[src/rtl/pchd_pkg.sv]
// Shared types and constants for the pairwise column Hamming distance unit.
// No dependencies; imported by the lane, merge and top-level modules.
`timescale 1ns / 1ps

package pchd_pkg;

    // Column word and result field widths
    localparam int COL_W   = 64;
    localparam int IDX_W   = 6;
    localparam int SEEN_W  = 7;
    localparam int DIST_W  = 7;

    // Default matrix size
    localparam int MAX_NODES_DEFAULT = 64;

    // Bit-slice lanes: each lane counts the differing rows of one slice
    localparam int LANES      = 4;
    localparam int LANE_W     = COL_W / LANES;
    localparam int LANE_CNT_W = $clog2(LANE_W + 1);

    typedef logic [LANES-1:0][LANE_CNT_W-1:0] lane_cnts_t;

    // Tag that travels with each comparison down the pipeline
    typedef struct packed {
        logic             valid;
        logic [IDX_W-1:0] new_idx;
        logic [IDX_W-1:0] old_idx;
        logic             last;
    } pchd_tag_t;

endpackage

[src/rtl/pchd_store.sv]
// Column store: one write port, one read port with registered read data.
// Depends on nothing outside this file.
`timescale 1ns / 1ps

module pchd_store #(
    parameter int DEPTH  = 64,
    parameter int ADDR_W = 6,
    parameter int DATA_W = 64
) (
    input  logic              clk,
    input  logic              wr_en,
    input  logic [ADDR_W-1:0] wr_addr,
    input  logic [DATA_W-1:0] wr_data,
    input  logic              rd_en,
    input  logic [ADDR_W-1:0] rd_addr,
    output logic [DATA_W-1:0] rd_data
);

    logic [DATA_W-1:0] mem [DEPTH];
    logic [DATA_W-1:0] rd_data_reg;

    // Write the arriving column, read one stored column per cycle while read is enabled
    always_ff @(posedge clk)
    begin
        if (wr_en)
        begin
            mem[wr_addr] <= wr_data;
        end
        if (rd_en)
        begin
            rd_data_reg <= mem[rd_addr];
        end
    end

    assign rd_data = rd_data_reg;

endmodule

[src/rtl/pchd_lane.sv]
// One bit-slice lane: registered count of differing bits in its slice.
// Depends on pchd_pkg for the slice and count widths.
`timescale 1ns / 1ps

module pchd_lane (
    input  logic                            clk,
    input  logic                            en,
    input  logic [pchd_pkg::LANE_W-1:0]     a,
    input  logic [pchd_pkg::LANE_W-1:0]     b,
    output logic [pchd_pkg::LANE_CNT_W-1:0] count
);

    import pchd_pkg::*;

    logic [LANE_W-1:0]     diff;
    logic [LANE_CNT_W-1:0] count_next;
    logic [LANE_CNT_W-1:0] count_reg;

    // Count the rows where the two slices differ
    always_comb
    begin
        diff       = a ^ b;
        count_next = '0;
        for (int i = 0; i < LANE_W; i++)
        begin
            count_next = count_next + LANE_CNT_W'(diff[i]);
        end
    end

    // Hold on stall
    always_ff @(posedge clk)
    begin
        if (en)
        begin
            count_reg <= count_next;
        end
    end

    assign count = count_reg;

endmodule

[src/rtl/pchd_merge.sv]
// Merge stage: adds the lane counts into the distance and holds the result word.
// Depends on pchd_pkg for the lane count vector and the pipeline tag.
`timescale 1ns / 1ps

module pchd_merge (
    input  logic                        clk,
    input  logic                        rst_n,
    input  logic                        en,
    input  pchd_pkg::lane_cnts_t        counts,
    input  pchd_pkg::pchd_tag_t         tag_in,
    output logic [pchd_pkg::DIST_W-1:0] distance,
    output pchd_pkg::pchd_tag_t         tag_out
);

    import pchd_pkg::*;

    logic [DIST_W-1:0] sum_next;
    logic [DIST_W-1:0] distance_reg;
    pchd_tag_t         tag_reg;

    // Add the partial counts of all lanes
    always_comb
    begin
        sum_next = '0;
        for (int l = 0; l < LANES; l++)
        begin
            sum_next = sum_next + DIST_W'(counts[l]);
        end
    end

    // Advance the result word, hold while the consumer stalls
    always_ff @(posedge clk or negedge rst_n)
    begin
        if (!rst_n)
        begin
            tag_reg <= '0;
        end
        else if (en)
        begin
            tag_reg <= tag_in;
        end
    end

    always_ff @(posedge clk)
    begin
        if (en)
        begin
            distance_reg <= sum_next;
        end
    end

    assign distance = distance_reg;
    assign tag_out  = tag_reg;

endmodule

[src/rtl/pairwise_column_hamming_distance_unit.sv]
// Top level of the pairwise column Hamming distance unit.
// Depends on pchd_pkg, pchd_store, pchd_lane and pchd_merge.
`timescale 1ns / 1ps

// Columns of a binary matrix arrive one word at a time; each is stored and
// compared with every earlier column of the same matrix, giving one distance
// word per earlier column in ascending order of its index, the last one
// flagged. A column with index k is taken, then issues its k comparisons at
// one per cycle while the output is not stalled, paced by the single read
// port of the column store; the read and lane stages of the three-stage
// read/lane/merge pipeline drain before the next column is taken. Rows at
// and above MAX_NODES are masked off, and a column that arrives without the
// first flag into a full matrix is dropped with no result. Output stalls
// hold the whole pipeline.

module pairwise_column_hamming_distance_unit #(
    parameter int MAX_NODES = pchd_pkg::MAX_NODES_DEFAULT
) (
    input  logic                        clk,
    input  logic                        rst_n,
    input  logic                        column_valid,
    output logic                        column_ready,
    input  logic [pchd_pkg::COL_W-1:0]  column_bits,
    input  logic                        first_column,
    output logic                        result_valid,
    input  logic                        result_ready,
    output logic [pchd_pkg::IDX_W-1:0]  new_column_index,
    output logic [pchd_pkg::IDX_W-1:0]  earlier_column_index,
    output logic [pchd_pkg::DIST_W-1:0] distance,
    output logic                        last_of_run
);

    import pchd_pkg::*;

    localparam int                ADDR_W     = $clog2(MAX_NODES);
    localparam logic [COL_W-1:0]  ROW_MASK   = {COL_W{1'b1}} >> (COL_W - MAX_NODES);
    localparam logic [SEEN_W-1:0] NODE_LIMIT = SEEN_W'(MAX_NODES);

    localparam logic ST_IDLE = 1'b0;
    localparam logic ST_RUN  = 1'b1;

    logic              state_reg, state_next;
    logic [SEEN_W-1:0] seen_reg, seen_next;
    logic [IDX_W-1:0]  idx_reg, idx_next;
    logic [IDX_W-1:0]  j_reg, j_next;
    logic [COL_W-1:0]  cur_col_reg, cur_col_next;
    pchd_tag_t         s1_tag_reg, s1_tag_next;
    pchd_tag_t         s2_tag_reg;
    pchd_tag_t         out_tag;

    logic              accept;
    logic              adv;
    logic              run_last;
    logic [SEEN_W-1:0] idx_in;
    logic              wr_en;
    logic [COL_W-1:0]  rd_data;
    lane_cnts_t        lane_cnts;

    // Pipeline moves whenever the result register is free or being taken
    assign adv          = !out_tag.valid || result_ready;
    assign column_ready = (state_reg == ST_IDLE) && !s1_tag_reg.valid && !s2_tag_reg.valid;
    assign accept       = column_valid && column_ready;
    assign idx_in       = first_column ? '0 : seen_reg;
    assign wr_en        = accept && (idx_in < NODE_LIMIT);
    assign run_last     = (j_reg == idx_reg - IDX_W'(1));

    // Sequence: take a column, then issue one comparison per cycle while the output is not stalled
    always_comb
    begin
        state_next   = state_reg;
        seen_next    = seen_reg;
        idx_next     = idx_reg;
        j_next       = j_reg;
        cur_col_next = cur_col_reg;
        s1_tag_next  = s1_tag_reg;
        unique case (state_reg)
            ST_IDLE:
            begin
                if (adv)
                begin
                    s1_tag_next.valid = 1'b0;
                end
                if (wr_en)
                begin
                    cur_col_next = column_bits & ROW_MASK;
                    idx_next     = idx_in[IDX_W-1:0];
                    seen_next    = idx_in + SEEN_W'(1);
                    j_next       = '0;
                    if (idx_in != '0)
                    begin
                        state_next = ST_RUN;
                    end
                end
            end
            ST_RUN:
            begin
                if (adv)
                begin
                    s1_tag_next.valid   = 1'b1;
                    s1_tag_next.new_idx = idx_reg;
                    s1_tag_next.old_idx = j_reg;
                    s1_tag_next.last    = run_last;
                    j_next              = j_reg + IDX_W'(1);
                    if (run_last)
                    begin
                        state_next = ST_IDLE;
                    end
                end
            end
            default:
            begin
                state_next = ST_IDLE;
            end
        endcase
    end

    // Control registers
    always_ff @(posedge clk or negedge rst_n)
    begin
        if (!rst_n)
        begin
            state_reg  <= ST_IDLE;
            seen_reg   <= '0;
            idx_reg    <= '0;
            j_reg      <= '0;
            s1_tag_reg <= '0;
            s2_tag_reg <= '0;
        end
        else
        begin
            state_reg  <= state_next;
            seen_reg   <= seen_next;
            idx_reg    <= idx_next;
            j_reg      <= j_next;
            s1_tag_reg <= s1_tag_next;
            if (adv)
            begin
                s2_tag_reg <= s1_tag_reg;
            end
        end
    end

    // Hold the arriving column for the whole run
    always_ff @(posedge clk)
    begin
        cur_col_reg <= cur_col_next;
    end

    // Column store
    pchd_store #(
        .DEPTH  (MAX_NODES),
        .ADDR_W (ADDR_W),
        .DATA_W (COL_W)
    ) u_store (
        .clk     (clk),
        .wr_en   (wr_en),
        .wr_addr (idx_in[ADDR_W-1:0]),
        .wr_data (column_bits & ROW_MASK),
        .rd_en   (adv),
        .rd_addr (j_reg[ADDR_W-1:0]),
        .rd_data (rd_data)
    );

    // Bit-slice lanes
    for (genvar l = 0; l < LANES; l++)
    begin : g_lane
        pchd_lane u_lane (
            .clk   (clk),
            .en    (adv),
            .a     (rd_data[l*LANE_W +: LANE_W]),
            .b     (cur_col_reg[l*LANE_W +: LANE_W]),
            .count (lane_cnts[l])
        );
    end

    // Combine lane counts into the result word
    pchd_merge u_merge (
        .clk      (clk),
        .rst_n    (rst_n),
        .en       (adv),
        .counts   (lane_cnts),
        .tag_in   (s2_tag_reg),
        .distance (distance),
        .tag_out  (out_tag)
    );

    assign result_valid         = out_tag.valid;
    assign new_column_index     = out_tag.new_idx;
    assign earlier_column_index = out_tag.old_idx;
    assign last_of_run          = out_tag.last;

endmodule
[config.mk]
export PLATFORM = sky130hd
export DESIGN_NAME = pairwise_column_hamming_distance_unit
export DESIGN_NICKNAME = d
export VERILOG_FILES = /design/src/rtl/pchd_pkg.sv /design/src/rtl/pchd_store.sv /design/src/rtl/pchd_lane.sv /design/src/rtl/pchd_merge.sv /design/src/rtl/pairwise_column_hamming_distance_unit.sv
export SDC_FILE = /design/constraint.sdc
export NUM_CORES = 2
export LEC_CHECK = 0
export ABC_CLOCK_PERIOD_IN_PS = 7200
export BUFFER_PORTS_ARGS = -buffer_cell sky130_fd_sc_hd__buf_2
export CAP_MARGIN = 20
export CORE_MARGIN = 2
export CORE_UTILIZATION = 35
export CTS_BUF_LIST = sky130_fd_sc_hd__clkbuf_8
export DETAILED_ROUTE_END_ITERATION = 8
export PLACE_DENSITY = 0.5
export SLEW_MARGIN = 15
export SYNTH_ARGS = -nofsm -noshare
export SYNTH_HDL_FRONTEND = slang
export SYNTH_SLANG_ARGS = --single-unit
[constraint.sdc]
create_clock -name clk -period 7.2 [get_ports clk]
set_clock_uncertainty 0.2 [all_clocks]
set_input_delay 0.72 -clock clk [delete_from_list [all_inputs] [get_ports clk]]
set_output_delay 0.72 -clock clk [all_outputs]
set_load 0.005 [all_outputs]
; Word level (Yosys, flattened, before mapping)
; Memories as Yosys holds them, arrays and structs flattened. A register that Yosys moved wholly into a read port is not among the register bits.
; Cells that the tools add are included.
[totals]
regBits = 153
ram_bits = 4096
inputBits = 69
out_inout_bits = 22
wordCells = 126
n_memories = 1
[op_classes]
n_addsub = 66
n_lt_le_gt_ge = 1
n_eq_ne = 4
muxes = 14
n_bitwise = 5
reduce_logical = 13
[mem_list]
columns = memory, depth, word_bits, rd, rd_ports_with_merged_regs, wr, line
row1 = u_store.mem, 64, 64, 1, 1, 1, pchd_store.sv:19  ; logic [DATA_W-1:0] mem [DEPTH];
[ops]
columns = operator, count
row1 = 5-bit by 1-bit adder with 5-bit output, 56
row2 = 16-bit bitwise XOR, 4
row3 = 7-bit by 5-bit adder with 7-bit output, 2
row4 = 14-bit 2-to-1 mux, 1
row5 = 6-bit 2-to-1 mux, 2
row6 = 6-bit case mux with 2 select lines, 1
row7 = 1-bit by 1-bit adder with 2-bit output, 4
row8 = 2-bit AND reduction, 4
row9 = 7-bit by 1-bit adder with 7-bit output (second input constant), 1
row10 = 7-bit less-than comparator (second input constant), 1
row11 = 1-bit 2-to-1 mux, 7
row12 = 7-bit 2-to-1 mux, 1
row13 = 7-bit nonzero test, 1
row14 = 5-bit by 5-bit adder with 6-bit output, 1
row15 = 6-bit by 1-bit adder with 6-bit output (second input constant), 1
row16 = 6-bit == test, 1
row17 = 6-bit by 1-bit subtractor with 6-bit output (second input constant), 1
row18 = 1-bit logical AND, 4
row19 = 2-bit by 1-bit != test with 1-bit output (second input constant), 2
row20 = 1-bit case mux with 2 select lines, 2
row21 = 1-bit logical NOT, 3
row22 = 2-bit != test (second input constant), 1
row23 = 1-bit logical OR, 1
row24 = 1-bit NOT, 1

; Logic depth before layout (Yosys ltp)
[logic_depth]
ltp_word = 16
depth_mapped = 12
depth_no_buf = 12

; Modules after synthesis
; From an unflattened synthesis, not the netlist that was laid out.
[hier_totals]
cells_unflattened = 7208
area_unflattened_um2 = 164879.4
[by_module_without_submodules]
columns = mod, n_inst, cells_each, area_each_um2, seq_area_each_um2
row1 = pchd_store, 1, 6598, 156989.3, 124919.8
row2 = pairwise_column_hamming_distance_unit, 1, 305, 4129.0, 3123.0
row3 = pchd_lane, 4, 54, 645.6, 150.1
row4 = pchd_merge, 1, 89, 1178.6, 560.5

; Worst setup path before layout
; Ideal clock, no wire load.
[synth_path]
path_kind = input port to flip-flop
start = in column_valid
end = mem u_store.mem[57][0], enable pin
setup_ps = 487
t_arrival_ps = 4708
required_ps = 6513
setup_slack_ps = 1806
path_stages = 5
cell_sequence = or4b_1 -> a21o_1 -> or4_1 -> clkbuf_1 -> nor2_1
[synth_via]
elab_chain_len = 4
[synth_lines]
columns = item, line
row1 = start: declaration, pairwise_column_hamming_distance_unit.sv:21  ; input logic column_valid,
row2 = 1-bit logical AND, pairwise_column_hamming_distance_unit.sv:62  ; assign accept = column_valid && column_ready;
row3 = 1-bit logical AND, pairwise_column_hamming_distance_unit.sv:64  ; assign wr_en = accept && (idx_in < NODE_LIMIT);
row4 = 1-bit 2-to-1 mux, pchd_store.sv:25  ; if (wr_en)
row5 = 1-bit 2-to-1 mux (implied by the code), pchd_store.sv:27  ; mem[wr_addr] <= wr_data;
row6 = end: declaration, pchd_store.sv:19
; No other way between the ends.

; Worst setup path in the final report
[layout_path]
start = reg u_store.rd_data_reg[26] (netlist: u_store.rd_data[26]), read port of u_store.mem
end = reg g_lane[1].u_lane.count_reg[4], data pin
[layout_via]
elab_chain_len = 7
[layout_lines]
columns = item, line
row1 = start: declaration, pchd_store.sv:20  ; logic [DATA_W-1:0] rd_data_reg;
row2 = 16-bit bitwise XOR, pchd_lane.sv:22  ; diff = a ^ b;
row3 = 5-bit by 1-bit adder with 5-bit output (6 in a row), pchd_lane.sv:26  ; count_next = count_next + LANE_CNT_W'(diff[i]);
row4 = net g_lane[1].u_lane.count_next[4], pchd_lane.sv:16  ; logic [LANE_CNT_W-1:0] count_next;
row5 = end signal: assignment, pchd_lane.sv:35  ; count_reg <= count_next;
row6 = end: declaration, pchd_lane.sv:17  ; logic [LANE_CNT_W-1:0] count_reg;
; The timed path passes the listed nets, and every way through them passes these cells.
; A chain may end at the register's enable or synchronous reset.

==> metrics.yaml <==
timing:
  finalHoldViolCount: 0
  min_period_over_period_pct: 68.4
  timing_max_transition_violations_final: 0
  setup-violations-final: 0
  setup_tns_ps: 0
  timing.final.crit_period_ps: 4920
  fmax_mhz: 203
  rsz0062_at_grt: "false"
  slew_hr_pct: 23.0
  timing_worst_slew_pin_value_ps: 1150
critical_path:
  crit_path_max_fanout: 2
  cp_most_frequent_cell: "fa_1"
  regToRegStartpoint: "u_store.rd_data[26]"
  crit_buf_inv: 1
  critical-path-top-delay-family: "adder cells"
  worst-r2r-cell-count: 10
  regToRegSetupSlack_ps: 2280
  cp_slowest_cell: "xor2_1"
  cp.required_ps: 7940
  cp-end-kind: "flop"
  startpoint_type: "flop"
  chain_of_cells_forming_the_critical_path: "xor2_1 > fa_1 > fa_1 > fa_1 > fa_1 > fa_1 > inv_1 > fa_1 > nor2b_1 > o21a_1"
  startpoint: "u_store.rd_data[26]"
  arr_time_crit_path_ps: 5670
  crit_type: "flop to flop"
  worst_path_largest_cell_delay_ps: 920
  timing.rr.end: "g_lane[1].u_lane.count[4]"
clock_tree:
  clock_latency_of_the_later_clocked_register_in_the_worst_skew_pair_ps: 1240
  cts_made_buffers: 711
  cts.root.buffer_cell: "clkbuf_8"
  post_cts_resized: 0
  sinks_on_clock_net: 4313
  clock_tree_from_tritoncts: "done"
  cts.clk_slew.worst_paths_ps: 60
  clock_tree.htree_level_count: 6
  clk_path_buf_depth: 4
route:
  route.vias.total: 80000
  first_iter_violations: 9345
  drt_drc_violations_left: 0
  avgRoutedWirePerCell_um: 33.5
  route.detailed.vias_per_inst: 5.46
  antenna_left: 0
  finalWirelength_um: 491000
  detailedRoute.firstPassIterationCount: 7
power_and_ir_drop:
  clkPwrFrac_pct: 28.2
  seqPwrFrac_pct: 41.6
  cell_internal_power_dissipation_mw: 48.0
  total_leakage_power_nw: 59.5
  power.share.combinational_pct: 30.2
  netSwitchingFraction_pct: 31.6
  worst_ir_drop_on_vdd_mv: 0.662
  netSwitchingPower_mw: 22.2
  cell_pwr_density_nw_per_um2: 370
floorplan:
  die_w_um: 692
  initial_utilization_pct: 35.1
  floorplan.core_area_um2: 471000
  floorplan.die.height_um: 692
  die_area_um2: 478000
  io_pins: 91
  row_count: 252
grt:
  first_pass_grt_wire_length_um: 675000
  first_global_vias: 82900
  antenna_found_initial: 25
  grt_util_all_layers_pct: 20.1
  grt_start_max_net_pins: 103
  global_route.overflow_total: 0
hold_path:
  hold_depth: 2
  hold_path_class: "primary input to flop"
  worstHoldStart: "column_bits[9]"
  holdPathEnd: "u_store.mem[28][9]"
yosys:
  asyncSetResetFlopFracSynth_pct: 1.44
  prevailing_post_synth_register_cell: "edfxtp_1"
  yosysSeqAreaShare_pct: 78.1
  synth-edff-count: 4251
  post_synth_instance_area_um2: 166000
  synthTopCellsByArea: "edfxtp_1 77%, mux4_2 15%, mux2i_1 1.5%"
  synth.area.mux_share_pct: 17.0
  postSynthNetCount: 7205
  synth_simple_gate_area_share_pct: 0.843
  post_synth_xor_area_fraction_pct: 0.460
  library_cell_with_the_largest_summed_area_after_synthesis: "edfxtp_1"
  synth_compound_gate_area_share_pct: 1.62
  synth_top_area_share_pct: 77.1
  synth_cells: 7055
  synth.distinct_cells: 50
  ys_ff_latch: 4313
  combinational_family_with_the_most_area_after_synthesis: "multiplexers"
  postSynthAreaPerCell_um2: 23.5
  synth_warnings: 0
  yosys.area_share.adder_pct: 0.825
cells_and_area:
  area_growth_syn_to_layout_pct: 14.4
  filler_cell_count: 41600
  layout.area.seq_um2: 129000
  layout_commonest_cell: "edfxtp_1"
  post_layout_nonfiller_instances: 14600
  drive_above_1_share_pct: 29.9
  final_cell_area_um2: 189000
  largest_register_ffs: 4096
  final_nets: 8010
  mostFrequentLayoutCells: "4251 x edfxtp_1, 1106 x mux4_2, 720 x clkbuf_8"
  multi_input_comb_area_um2: 34900
place:
  hpwlAfterDp_um: 276000
  dpl.cell_count: 13300
  dpl_cell_area_um2: 176000
  numPortBuffers: 90
  gp_routability_congestion: 0.817
status:
  outcome: "finished clean"
run:
  maxCapViolCount: 0
==> per-layer routing <==
layer  routed length [um]  track usage (%)  part of all wire (%)  vias to the layer above
met5                   35                0                0.0071                        -
met4                12200             4.98                   2.5                        6
met3                32800             3.15                   6.7                      680
met2               239000             33.0                    49                     3306
met1               207000             28.1                    42                    44300
li1                     -                -                     -                    31700
==> how the worst max path moves through the flow <==
| stage | to | slack (ps) | cells after the start |
|---|---|---|---|
| floorplan | u_store.mem[57][0] | 1810 | 5 |
| global placement | u_store.mem[37][36] | 2140 | 7 |
| detailed placement | u_store.mem[55][17] | 2220 | 6 |
| CTS | g_lane[1].u_lane.count[2] | 2260 | 9 |
| global route | g_lane[1].u_lane.count[4] | 2190 | 10 |
| finish | g_lane[1].u_lane.count[4] | 2280 | 10 |
==> cell type report <==
class,instances,share of cell area [%]
antenna,6,0.00793
clock inverter,551,1.55
timing repair buffer,461,2.33
clock buffer,720,5.23
inverter,63,0.129
sequential,4313,68.2
tap,6223,4.11
multi-input combinational,2310,18.4
==> metrics by stage <==
step / power [mW] / utilization [%] / hold slack, ps / setup slack, ps
floorplan: 43.9 / - / 224 / 1810
global placement: 51.5 / 37.3 / 257 / 2140
detailed placement: 51.1 / 37.3 / 258 / 2220
CTS: 71.0 / 40.2 / 0.687 / 2260
global route: 73.4 / 40.2 / 30.8 / 2190
finish: 70.1 / 40.2 / 95.7 / 2280
==> what timing repair did <==
item / in CTS / in global routing
hold buffers: 65 / 4
buffers inserted: 0 / 0
hold endpoints to repair: 3246 / 260
==> power groups by stage <==
| stage | clock network [mW] | registers (mW) | logic [mW] |
|---|---|---|---|
| final | 19.8 | 29.2 | 21.2 |
| after global routing | 21.3 | 29.2 | 22.9 |
| after CTS | 20.3 | 29.2 | 21.6 |
| after detailed placement | 0 | 29.7 | 21.4 |
| after global placement | 0 | 29.7 | 21.8 |
| after floorplan | 0 | 29.4 | 14.5 |
==> cells by family after synthesis <==
group                    count (synthesis)
AO/OA/AOI/OAI                          400
flip-flops                            4313
buffers and inverters                  432
XOR/XNOR                                87
adder cells (fa/ha/maj)                 81
multiplexers                          1418
AND/OR/NAND/NOR                        324
==> cell usage after synthesis, types with 6 or more instances <==
cell / number
a21o_1: 10
dfrtp_1: 62
nor3_1: 8
a211o_1: 25
nor2_1: 87
o22ai_1: 101
buf_1: 35
mux2i_1: 242
inv_1: 63
xor2_1: 64
mux4_2: 1106
a22oi_1: 6
buf_2: 135
ha_1: 34
a221oi_1: 34
clkbuf_1: 155
buf_6: 8
nand3_1: 9
a22o_1: 29
o31ai_1: 30
mux2_2: 70
fa_1: 47
a21oi_1: 106
nor2b_1: 29
xnor2_1: 23
a211oi_1: 18
o21ai_0: 20
nand2_1: 161
edfxtp_1: 4251
buf_4: 36
nand2b_1: 11
a2111oi_0: 6
Note: power is estimated with default switching activity, not from simulation.
